`config.mk`:
```
export PLATFORM = sky130hd
export DESIGN_NAME = can_id_self_enumeration_top
export DESIGN_NICKNAME = d
export VERILOG_FILES = /design/src/hdl/cidse_pkg.sv /design/src/hdl/cidse_idmap.sv /design/src/hdl/can_id_self_enumeration_top.sv
export SDC_FILE = /design/constraint.sdc
export NUM_CORES = 1
export LEC_CHECK = 0
export BUFFER_PORTS_ARGS = -buffer_cell sky130_fd_sc_hd__buf_2
export CORE_MARGIN = 2
export CORE_UTILIZATION = 56
export CTS_BUF_LIST = sky130_fd_sc_hd__clkbuf_8
export DETAILED_ROUTE_END_ITERATION = 8
export HOLD_SLACK_MARGIN = 0.05
export PLACE_DENSITY = 0.85
export SKIP_LAST_GASP = 1
export SYNTH_ARGS = -nofsm -noshare
export SYNTH_HDL_FRONTEND = slang
export SYNTH_SLANG_ARGS = --single-unit
```
`constraint.sdc`:
```
create_clock -name clk -period 2.3 [get_ports clk]
set_input_delay 0.575 -clock clk [delete_from_list [all_inputs] [get_ports clk]]
set_output_delay 0.575 -clock clk [all_outputs]
set_load 0.05 [all_outputs]
```
`src/hdl/cidse_pkg.sv`:
```
// ----------------------------------------------------------------------------
// cidse_pkg
// Shared types and constants of the CAN id self-enumeration block.
// ----------------------------------------------------------------------------
package cidse_pkg;

	// Field widths.
	localparam int ID_W    = 7;
	localparam int NN_W    = 16;
	localparam int TICK_W  = 8;
	localparam int LEN_W   = 4;
	localparam int PRI_W   = 4;
	localparam int FUNC_W  = 2;
	localparam int CFG_A_W = 2;

	// The used-id map is kept as rows of eight ids.
	localparam int ROW_BITS = 8;
	localparam int COL_W    = 3;
	localparam int ROW_W    = ID_W - COL_W;
	localparam int ROWS     = 1 << ROW_W;

	// Input function codes.
	localparam logic [FUNC_W-1:0] FN_START = 2'd0;
	localparam logic [FUNC_W-1:0] FN_RESP  = 2'd1;
	localparam logic [FUNC_W-1:0] FN_TICK  = 2'd2;

	// Configuration register indexes.
	localparam logic [CFG_A_W-1:0] CFG_NODE_CAN_ID  = 2'd0;
	localparam logic [CFG_A_W-1:0] CFG_NODE_NUMBER  = 2'd1;
	localparam logic [CFG_A_W-1:0] CFG_WINDOW_TICKS = 2'd2;

	// Frame constants.
	localparam logic [ID_W-1:0]   RTR_CAN_ID      = 7'h7F;
	localparam logic [PRI_W-1:0]  DATA_PRI        = 4'd11;
	localparam logic [TICK_W-1:0] WINDOW_RESET    = 8'd10;
	localparam logic [LEN_W-1:0]  LEN_RTR         = 4'd0;
	localparam logic [LEN_W-1:0]  LEN_ACK         = 4'd3;
	localparam logic [LEN_W-1:0]  LEN_ERR         = 4'd4;
	localparam logic [LEN_W-1:0]  LEN_NNREQ       = 4'd3;

	typedef enum logic [1:0] {
		FK_REMOTE = 2'd0,
		FK_ACK    = 2'd1,
		FK_ERR    = 2'd2,
		FK_NNREQ  = 2'd3
	} frame_kind_t;

	typedef enum logic [1:0] {
		ST_IDLE,
		ST_SCAN,
		ST_FRAME0,
		ST_FRAME1
	} state_t;

	// Commands from the sequencer to the id map.
	typedef struct packed {
		logic clear;
		logic mark;
		logic start;
	} map_ctrl_t;

	// Result of one scan for a free id.
	typedef struct packed {
		logic            done;
		logic            found;
		logic [ID_W-1:0] id;
	} scan_res_t;

endpackage

```
`src/hdl/cidse_idmap.sv`:
```
// ----------------------------------------------------------------------------
// cidse_idmap
// Map of CAN ids seen in responses, with a row-serial search for the
// lowest free id from 1 to MAX_ID-1.
// ----------------------------------------------------------------------------
module cidse_idmap #(
	parameter int MAX_ID = 100
) (
	input  logic                       clk,
	input  logic                       arst_n,
	input  cidse_pkg::map_ctrl_t       ctrl,
	input  logic [cidse_pkg::ID_W-1:0] mark_id,
	output cidse_pkg::scan_res_t       res
);
	import cidse_pkg::*;

	localparam int LAST_ROW = (MAX_ID - 1) / ROW_BITS;

	logic [ROWS-1:0][ROW_BITS-1:0] used_q;
	logic [ROW_W-1:0]              row_q;
	logic                          busy_q;
	scan_res_t                     res_q;

	logic [ROW_BITS-1:0] row_bits;
	logic [ROW_BITS-1:0] elig;
	logic [ID_W-1:0]     cand_id;
	logic                hit;
	logic [COL_W-1:0]    hit_col;
	logic                at_last;

	// Free ids of the row under the scan pointer, lowest one wins.
	always_comb begin
		row_bits = used_q[row_q];
		hit      = 1'b0;
		hit_col  = '0;
		for (int b = 0; b < ROW_BITS; b++) begin
			cand_id = {row_q, COL_W'(b)};
			elig[b] = !row_bits[b] && (cand_id != '0)
				&& ({1'b0, cand_id} < (ID_W+1)'(MAX_ID));
		end
		for (int b = ROW_BITS - 1; b >= 0; b--) begin
			if (elig[b]) begin
				hit     = 1'b1;
				hit_col = COL_W'(b);
			end
		end
		at_last = (row_q == ROW_W'(LAST_ROW));
	end

	// Used-id bits: cleared by reset and at the start of a window.
	always_ff @(posedge clk or negedge arst_n) begin
		if (!arst_n) begin
			used_q <= '0;
		end else if (ctrl.clear) begin
			used_q <= '0;
		end else if (ctrl.mark) begin
			used_q[mark_id[ID_W-1:COL_W]][mark_id[COL_W-1:0]] <= 1'b1;
		end
	end

	// Scan sequencer: one row of eight ids per cycle.
	always_ff @(posedge clk or negedge arst_n) begin
		if (!arst_n) begin
			busy_q <= 1'b0;
			row_q  <= '0;
			res_q  <= '0;
		end else begin
			res_q.done <= 1'b0;
			if (ctrl.start) begin
				busy_q <= 1'b1;
				row_q  <= '0;
			end else if (busy_q) begin
				if (hit || at_last) begin
					busy_q      <= 1'b0;
					res_q.done  <= 1'b1;
					res_q.found <= hit;
					res_q.id    <= hit ? {row_q, hit_col} : '0;
				end else begin
					row_q <= row_q + ROW_W'(1);
				end
			end
		end
	end

	assign res = res_q;

`ifndef SYNTHESIS
	// A found id lies inside the searched range.
	a_found_in_range: assert property (@(posedge clk) disable iff (!arst_n)
		res_q.done && res_q.found |-> (res_q.id != '0)
			&& ({1'b0, res_q.id} < (ID_W+1)'(MAX_ID)))
		else $error("scan returned an id outside the range");

	// The pointer never walks past the last row of the range.
	a_row_bound: assert property (@(posedge clk) disable iff (!arst_n)
		busy_q |-> (row_q <= ROW_W'(LAST_ROW)))
		else $error("scan pointer ran past the last row");

	// A scan reports exactly once, on the cycle after it stops.
	a_done_once: assert property (@(posedge clk) disable iff (!arst_n)
		busy_q && !ctrl.start && (hit || at_last) |=> res_q.done && !busy_q)
		else $error("scan ended without a result");
`endif

endmodule

```
`src/hdl/can_id_self_enumeration_top.sv`:
```
// ----------------------------------------------------------------------------
// can_id_self_enumeration_top
// CAN node id self-enumeration: collects response ids during a window of
// timer ticks and picks the lowest free id when the window closes.
// ----------------------------------------------------------------------------
// Usage:
//   Input beats carry func (start, response, tick) and resp_can_id. A beat
//   is taken when in_valid is high and in_stall is low. Response beats and
//   ticks that do not close the window leave in_stall low. A start beat
//   clears the id map, loads the window and queues the remote request frame.
//   The tick that closes the window starts a search of the id map, one row
//   of eight ids per cycle, that stops at the first row that holds a free id
//   or at the last row of the range; the registered result then moves the
//   sequencer to the first of its two frames.
//   in_stall stays high from such a start or closing tick until its frames
//   have entered the output register.
//   Output beats leave a single output register; a frame is held while
//   out_stall is high, and the next frame is loaded in the cycle it is taken.
//   Configuration writes are always ready and take effect the next cycle.
//   Reset clears the map and the countdown, node_can_id and node_number to
//   zero and window_ticks to ten; no output beat is pending after reset.
// ----------------------------------------------------------------------------
module can_id_self_enumeration_top #(
	parameter int MAX_ID = 100
) (
	input  logic                          clk,
	input  logic                          arst_n,
	// Configuration write channel.
	input  logic                          cfg_valid,
	output logic                          cfg_ready,
	input  logic [cidse_pkg::CFG_A_W-1:0] cfg_index,
	input  logic [cidse_pkg::NN_W-1:0]    cfg_data,
	// Input channel.
	input  logic                          in_valid,
	output logic                          in_stall,
	input  logic [cidse_pkg::FUNC_W-1:0]  func,
	input  logic [cidse_pkg::ID_W-1:0]    resp_can_id,
	// Output channel.
	output logic                          out_valid,
	input  logic                          out_stall,
	output logic [1:0]                    frame_kind,
	output logic [cidse_pkg::ID_W-1:0]    frame_can_id,
	output logic [cidse_pkg::PRI_W-1:0]   frame_priority,
	output logic                          is_remote,
	output logic [cidse_pkg::LEN_W-1:0]   frame_length,
	output logic [cidse_pkg::NN_W-1:0]    frame_node_number,
	output logic                          id_assigned,
	output logic [cidse_pkg::ID_W-1:0]    new_can_id,
	output logic                          last
);
	import cidse_pkg::*;

	state_t            state_q, state_nx;
	logic [ID_W-1:0]   node_can_id_q;
	logic [NN_W-1:0]   node_number_q;
	logic [TICK_W-1:0] window_ticks_q;
	logic [TICK_W-1:0] countdown_q;
	frame_kind_t       kind0_q;
	logic              assigned_q;
	logic [ID_W-1:0]   newid_q;

	logic              out_valid_q;
	frame_kind_t       frame_kind_q;
	logic [ID_W-1:0]   frame_can_id_q;
	logic              is_remote_q;
	logic [LEN_W-1:0]  frame_length_q;
	logic [NN_W-1:0]   frame_node_number_q;
	logic              id_assigned_q;
	logic [ID_W-1:0]   new_can_id_q;
	logic              last_q;

	logic              in_acc;
	logic              slot_free;
	logic              window_close;
	logic              load_out;
	map_ctrl_t         map_ctrl;
	scan_res_t         scan_res;

	frame_kind_t       f_kind;
	logic [ID_W-1:0]   f_can_id;
	logic              f_remote;
	logic [LEN_W-1:0]  f_len;
	logic [NN_W-1:0]   f_nn;
	logic              f_assigned;
	logic [ID_W-1:0]   f_newid;
	logic              f_last;

	cidse_idmap #(
		.MAX_ID (MAX_ID)
	) u_idmap (
		.clk     (clk),
		.arst_n  (arst_n),
		.ctrl    (map_ctrl),
		.mark_id (resp_can_id),
		.res     (scan_res)
	);

	assign in_acc       = in_valid && !in_stall;
	assign slot_free    = !out_valid_q || !out_stall;
	assign window_close = (func == FN_TICK) && (countdown_q == TICK_W'(1));

	// Next state.
	always_comb begin
		state_nx = state_q;
		case (state_q)
			ST_IDLE: begin
				if (in_acc && func == FN_START) begin
					state_nx = ST_FRAME0;
				end else if (in_acc && window_close) begin
					state_nx = ST_SCAN;
				end
			end
			ST_SCAN: begin
				if (scan_res.done) begin
					state_nx = ST_FRAME0;
				end
			end
			ST_FRAME0: begin
				if (slot_free) begin
					state_nx = (kind0_q == FK_REMOTE) ? ST_IDLE : ST_FRAME1;
				end
			end
			ST_FRAME1: begin
				if (slot_free) begin
					state_nx = ST_IDLE;
				end
			end
			default: state_nx = ST_IDLE;
		endcase
	end

	// Sequencer outputs.
	always_comb begin
		in_stall       = (state_q != ST_IDLE);
		map_ctrl.clear = in_acc && (func == FN_START);
		map_ctrl.mark  = in_acc && (func == FN_RESP) && (countdown_q != '0);
		map_ctrl.start = in_acc && window_close;
		load_out       = slot_free && (state_q == ST_FRAME0 || state_q == ST_FRAME1);
		f_kind         = (state_q == ST_FRAME1) ? FK_NNREQ : kind0_q;
	end

	// Frame fields by kind.
	always_comb begin
		f_can_id   = node_can_id_q;
		f_remote   = 1'b0;
		f_nn       = node_number_q;
		f_assigned = assigned_q;
		f_newid    = newid_q;
		f_last     = 1'b0;
		case (f_kind)
			FK_REMOTE: begin
				f_can_id   = RTR_CAN_ID;
				f_remote   = 1'b1;
				f_len      = LEN_RTR;
				f_nn       = '0;
				f_assigned = 1'b0;
				f_newid    = '0;
				f_last     = 1'b1;
			end
			FK_ACK:   f_len = LEN_ACK;
			FK_ERR:   f_len = LEN_ERR;
			FK_NNREQ: begin
				f_len  = LEN_NNREQ;
				f_last = 1'b1;
			end
			default:  f_len = LEN_RTR;
		endcase
	end

	// Control state, registers and countdown.
	always_ff @(posedge clk or negedge arst_n) begin
		if (!arst_n) begin
			state_q        <= ST_IDLE;
			node_can_id_q  <= '0;
			node_number_q  <= '0;
			window_ticks_q <= WINDOW_RESET;
			countdown_q    <= '0;
			kind0_q        <= FK_REMOTE;
			assigned_q     <= 1'b0;
			newid_q        <= '0;
		end else begin
			state_q <= state_nx;
			if (in_acc && func == FN_START) begin
				countdown_q <= window_ticks_q;
				kind0_q     <= FK_REMOTE;
			end else if (in_acc && func == FN_TICK && countdown_q != '0) begin
				countdown_q <= countdown_q - TICK_W'(1);
			end
			if (state_q == ST_SCAN && scan_res.done) begin
				kind0_q    <= scan_res.found ? FK_ACK : FK_ERR;
				assigned_q <= scan_res.found;
				newid_q    <= scan_res.id;
				if (scan_res.found) begin
					node_can_id_q <= scan_res.id;
				end
			end
			if (cfg_valid) begin
				case (cfg_index)
					CFG_NODE_CAN_ID:  node_can_id_q  <= cfg_data[ID_W-1:0];
					CFG_NODE_NUMBER:  node_number_q  <= cfg_data;
					CFG_WINDOW_TICKS: window_ticks_q <= cfg_data[TICK_W-1:0];
					default: ;
				endcase
			end
		end
	end

	// Output register: valid flag.
	always_ff @(posedge clk or negedge arst_n) begin
		if (!arst_n) begin
			out_valid_q <= 1'b0;
		end else if (load_out) begin
			out_valid_q <= 1'b1;
		end else if (!out_stall) begin
			out_valid_q <= 1'b0;
		end
	end

	// Output register: payload.
	always_ff @(posedge clk) begin
		if (load_out) begin
			frame_kind_q        <= f_kind;
			frame_can_id_q      <= f_can_id;
			is_remote_q         <= f_remote;
			frame_length_q      <= f_len;
			frame_node_number_q <= f_nn;
			id_assigned_q       <= f_assigned;
			new_can_id_q        <= f_newid;
			last_q              <= f_last;
		end
	end

	assign cfg_ready         = 1'b1;
	assign out_valid         = out_valid_q;
	assign frame_kind        = frame_kind_q;
	assign frame_can_id      = frame_can_id_q;
	assign frame_priority    = DATA_PRI;
	assign is_remote         = is_remote_q;
	assign frame_length      = frame_length_q;
	assign frame_node_number = frame_node_number_q;
	assign id_assigned       = id_assigned_q;
	assign new_can_id        = new_can_id_q;
	assign last              = last_q;

`ifndef SYNTHESIS
	// A scan result is only produced while the sequencer waits for it.
	a_done_in_scan: assert property (@(posedge clk) disable iff (!arst_n)
		scan_res.done |-> state_q == ST_SCAN)
		else $error("scan result outside the scan state");

	// The second frame only follows an acknowledge or an error frame.
	a_second_frame: assert property (@(posedge clk) disable iff (!arst_n)
		state_q == ST_FRAME1 |-> kind0_q == FK_ACK || kind0_q == FK_ERR)
		else $error("second frame after a remote request");

	// An acknowledge carries the id just stored as the node id.
	a_ack_id: assert property (@(posedge clk) disable iff (!arst_n)
		state_q == ST_FRAME0 && kind0_q == FK_ACK |-> node_can_id_q == newid_q)
		else $error("acknowledge id differs from the stored node id");

	// The window is closed while the map is searched.
	a_scan_idle_window: assert property (@(posedge clk) disable iff (!arst_n)
		state_q == ST_SCAN |-> countdown_q == '0)
		else $error("search running with the window open");
`endif

endmodule

```
Word-level counts from Yosys, hierarchy flattened
Cells that the tools add are included.

word-level totals
  bits in registers = 233
  bits in latches = 0
  memory bits (writable) = 0
  bits in read-only memories = 0
  input bits = 32
  output and inout bits = 46
  logic and storage cells = 183
  memories kept = 0

operators by class
  add/subtract/negate cells = 2
  multipliers = 0
  divide/modulo/power cells = 0
  magnitude comparators = 13
  eq/ne operators = 18
  shifts and indexed selects = 0
  mux-type cells = 56
  bitwise operators = 2
  reduce and logical (&&, ||, !) cells = 54

operators by type and width
  operator                                                    count
  two-way mux 128 bit                                         2
  bitwise OR 128 bit                                          1
  less-than comparator 7 bit, second input constant           8
  two-way mux 7 bit                                           5
  binary-select mux 8 bit (select 4 bit)                      1
  demux 8 bit (select 4 bit)                                  1
  two-way mux 8 bit                                           4
  two-way mux 9 bit                                           3
  two-way mux 3 bit                                           8
  logical AND 1 bit                                           21
  two-way mux 2 bit                                           10
  two-way mux 1 bit                                           16
  equality test 2 bit, second input constant                  6
  two-way mux 4 bit                                           3
  one-hot mux 4 bit (3 select lines)                          1
  logical NOT 1 bit                                           11
  logical NOT 2 bit                                           5
  less-than comparator 4 x 5 -> 1 bit, second input constant  2
  nonzero test 2 bit                                          5
  equality test 2 x 1 -> 1 bit, second input constant         4
  equality test 8 x 1 -> 1 bit, second input constant         1
  one-hot mux 2 bit (4 select lines)                          1
  nonzero test 8 bit                                          1
  subtractor 8 x 1 -> 8 bit, second input constant            1
  other kinds (16)                                            24

Longest topological paths before layout
  depth in word-level cells = 16
  mapped depth = 11
  depth with buffers taken out = 8

Modules after synthesis
From an unflattened synthesis, not the netlist that was laid out.

second synthesis, totals
  cell total of the unflattened synthesis = 831
  area total of the unflattened synthesis = 9668.0 µm²

modules (own cells, without submodules)
  module                       instances  cells an instance  area an instance (µm²)  seq. area each (µm²)
  cidse_idmap                  1          545                5834.3                  3153.0
  can_id_self_enumeration_top  1          286                3833.7                  2414.8

Least setup slack after synthesis
OpenSTA, ideal clock, no wires.

  path type = reg2reg
  start point = register u_idmap.row_q[1]
  end point = register u_idmap.res_q (netlist bit u_idmap.res[1])
  setup time = 0.125 ns
  arrival = 2.380 ns
  required time = 2.175 ns
  slack = -0.205 ns
  stages on the path, launching flop included = 12
  path buffers = 3
  period minus slack after synthesis = 2.505 ns
  cell sequence = dfrtp_1 buf_6 buf_6 buf_6 inv_1 ha_1 nand2_1 o21a_1 and3_1 a32oi_4 o21ai_4 mux2_4

on the way
  word-level cells in the longest chain between the ends = 14
  elaborated cells between the ends (all ways) = 48
  those cells by class = order compare: 8; eq/ne: 1; mux: 19; reduce/logical: 20

RTL lines
  item                                     line               text
  start: declaration                       cidse_idmap.sv:20  logic [ROW_W-1:0] row_q;
  start signal: assignment                 cidse_idmap.sv:79  row_q <= row_q + ROW_W'(1);
  binary-select mux 8 bit (select 4 bit)   cidse_idmap.sv:33  row_bits = used_q[row_q];
  two-way mux 8 bit (not written as such)  cidse_idmap.sv:33
  logical NOT 1 bit                        cidse_idmap.sv:38  elig[b] = !row_bits[b] && (cand_id != '0)
  logical AND 1 bit                        cidse_idmap.sv:39  && ({1'b0, cand_id} < (ID_W+1)'(MAX_ID));
  two-way mux 1 bit (8 in a row)           cidse_idmap.sv:42  if (elig[b]) begin
  logical OR 1 bit                         cidse_idmap.sv:73  if (hit || at_last) begin
  AND reduction 3 bit (no source line)     n/a
  end: declaration                         cidse_idmap.sv:22  scan_res_t res_q;

Parallel ways exist; a longest one is shown, timed or not. The select of a mux whose other input is x is not followed.
A chain may end at the register's enable or synchronous reset.

Worst setup path after layout
  start point = register u_idmap.row_q[0]
  end point = register u_idmap.res_q (netlist bit u_idmap.res[1])

Same word-level chain as after synthesis.

==> impl_results.md <==
- Status: complete, but fails checks
- Failing checks: setup timing
- Worst hold margin: 276 ps
- Max_cap viols: 0
- Max clock buf depth: 3
- Clock power frac: 25.0%
- Number of synthesized flops with an enable pin: 37
- Routed WL: 23100 µm
- Final setup vio count: 10
- Setup WS pre-CTS: -85.7 ps
- Largest cells by area after synthesis: dfrtp_1 46%, edfxtp_1 12%, a21oi_1 6.5%, nor2_1 5.5%, mux4_2 5.4%
- Unique masters post-synth: 69
- Req. time, crit path: 2710 ps
- Avg Inst Size Synth: 11.3 µm²
- Mapped Cells: 847
- Ys flop type: dfrtp_1
- Leakage: 5.49 nW
- Final Non-Filler Cells: 1221
- Vias in the first global route: 7047
- Wirelength per Cell: 18.9 µm
- Largest net degree at the start of global routing: 74
- Site row count: 47
- Post-layout min period: 2420 ps
- Hold Vio Cnt, Final: 0
- PD cells: 1130 mW/mm²
- Final #Nets: 1012
- Die area: 0.0181 mm²
- Largest fanout on the critical path: 7
- CTS tree: built
- CP top delay family: multiplexers
- Fin util: 69.2%
- P_sw: 4.80 mW
- Die Ht: 135 µm
- Post-Syn Area: 0.00954 mm²
- CTS root buf: clkbuf_8
- Initial Util: 57.3%
- Die width: 135 µm
- CP max stage cell: mux4_2
- Synth warn: 0
- Comb pwr share: 36.5%
- Multi-input combinational cell area: 0.00379 mm²
- Placed insts: 1144
- I/O Pins: 78
- Most frequent cells in the layout: 174 x dfrtp_1, 136 x nor2_1, 123 x a21oi_1
- Synth Register Bits: 215
- Setup ws final: -118 ps
- Fmax: 0.414 GHz
- First-pass GRT wire length: 35600 µm
- Commonest non-fill, non-tap cell in the layout: dfrtp_1
- Storage cell area: 0.00557 mm²
- Finished Cell Area: 0.0115 mm²
- Share of post-route cells with drive strength above 1: 29.2%
- Period utilization: 105%
- Seq/Total Area, Yosys: 58.4%
- Max Slew Vio Count: 0
- GPL Wtd Cong: 0.937
- CP bufs+invs: 1
- Clock Latency Late Sink: 540 ps
- Crit path kind: flip-flop to flip-flop
- Flop pwr share: 38.5%
- Tot GR Track Use: 25.0%
- Switching Share: 36.9%
- CP Launch Type: flip-flop
- Cell internal pwr: 8.20 mW
- Clock transition at path regs: 60 ps
- Max incr delay on CP: 510 ps
- Share of the synthesized area in the top cell type: 46.2%
- Rel. slew slack: 59.4%
- Post-DP HPWL: 14700 µm
- Vias per cell: 5.96
- Via count: 7272
- ANT nets after route: 0
- # port buffers: 71
- Hold Crit Class: primary input to flip-flop
- Num CTS Buffers: 36
- Worst Tran Pin Value: 605 ps
- CTS H-tree lvls: 2
- Initial antenna violation count: 0
- Number of diodes: 0
- FFs w/ async S/R, synth: 82.8%
- CP endpoint kind: flip-flop
- Clock Skews: 19.2 ps
- Sink Count: 215
- Cell chain of the critical path: clkbuf_16 > mux4_2 > o21ai_2 > nor2_2 > a32oi_4 > o21ai_4 > mux2_4
- Crit path DAT: 2830 ps
- Drt initial violations: 755
- # fillers: 1122
- Drc violations: 0
- Worst vdd ir: 0.000964 V
- RSZ-0062 raised after global routing: true
- Core ar.: 0.0166 mm²
- Post-synth top area cell: dfrtp_1
- Overflow after GRT: 0
- Area after DPL: 0.0105 mm²
- DR pass1 iterations: 5
- Area delta synth->final: 20.7%
==> power groups by stage <==
stage | Combinational [mW] | Clock, mW | Sequential [mW]
final | 4.74 | 3.25 | 5.01
after global routing | 5.05 | 3.46 | 5.07
after global placement | 4.04 | 0 | 5.01
after detailed placement | 4.18 | 0 | 5.04
after floorplan | 2.40 | 0 | 5.70
after CTS | 4.24 | 3.31 | 4.98
==> stage by stage <==
step	power, mW	setup TNS (ps)
after detailed placement	9.22	-572
after floorplan	8.09	0
after global placement	9.05	0
after CTS	12.5	-43.3
after global routing	13.6	-1120
final	13.0	-539
==> logic make-up after synthesis <==
group | after synthesis | share of synthesized area, %
DFF | 215 | 58.4
adders and majority gates | 6 | 0.787
xor gates and xnor gates | 1 | 0.0918
muxes | 67 | 10.4
AOI/OAI and AO/OA | 188 | 11.6
other | 2 | 0.0787
buffers and inverters | 70 | 3.62
and+or+nand+nor | 298 | 15.1
==> sequential cells by signal, summed over array words and instances, names as in the netlist, 2 cells and up <==
| register | flops |
|---|---|
| u_idmap.used_q | 112 |
| frame_node_number | 16 |
| node_number_q | 16 |
| u_idmap.res | 9 |
| countdown_q | 8 |
| window_ticks_q | 8 |
| frame_can_id | 7 |
| new_can_id | 7 |
| newid_q | 7 |
| node_can_id_q | 7 |
| u_idmap.row_q | 4 |
| frame_kind | 2 |
| frame_length | 2 |
| kind0_q | 2 |
| state_q | 2 |
==> cell type report <==
type | instances | share of cell area, %
clock buffer | 44 | 5.26
sequential | 215 | 48.4
inverter | 13 | 0.424
timing repair buffer | 142 | 9.79
multi-input combinational | 566 | 32.9
clock inverter | 21 | 0.848
tap | 220 | 2.39
==> repair_timing <==
| action | 4_1_cts | 5_1_grt |
|---|---|---|
| endpoints found under the hold margin | 7 | 0 |
| hold buffers | 1 | 0 |
| setup buffers | 2 | 6 |
| gates cloned | 0 | 3 |
| resized for setup | 1 | 28 |
| pin swaps | 0 | 18 |
| endpoints found under the setup margin | 7 | 13 |
==> Yosys cell counts (3+ instances only) <==
library cell	n
dfrtp_1	176
nor2_1	139
a21oi_1	124
nand2_1	51
clkbuf_1	37
edfxtp_1	37
nor2b_1	26
mux2_2	25
mux4_2	23
mux2i_1	18
o21ai_0	16
nor3_1	13
inv_1	10
and3_1	9
buf_4	9
nand2b_1	9
or2_2	8
ha_1	6
nand3_1	6
nor3b_1	6
a21o_1	5
a22oi_1	5
a31oi_1	5
a22o_1	4
buf_1	4
buf_6	4
nand3b_1	4
nor2_2	4
o22ai_1	4
a221o_1	3
a32o_1	3
nor4_1	3
o21ai_1	3
or3_1	3
==> layer usage <==
layer,track usage [%],vias to the layer above,part of all wire (%)
met1,32.4,3565,39
li1,-,3245,-
met3,4.69,73,8.1
met4,9.36,0,3.4
met5,0,-,0
met2,42.2,389,50
==> worst paths after layout <==
path	from	end	slack [ps]	cells after the start
setup / recovery	u_idmap.row_q[0]$_DFFE_PN0P_	u_idmap.res[1]$_DFFE_PN0P_	-120	7
hold / removal	cfg_data[10]	node_number_q[10]$_DFFE_PN0P_	280	2
setup reg to reg	u_idmap.row_q[0]$_DFFE_PN0P_	u_idmap.res[1]$_DFFE_PN0P_	-120	7
hold reg to reg	newid_q[2]$_DFFE_PN0P_	newid_q[2]$_DFFE_PN0P_	470	2
max in group asynchronous	arst_n	u_idmap.used_q[81]$_DFFE_PN0P_	1020	3
min in group asynchronous	arst_n	u_idmap.used_q[87]$_DFFE_PN0P_	610	2
Note: power is estimated with default switching activity, not from simulation.
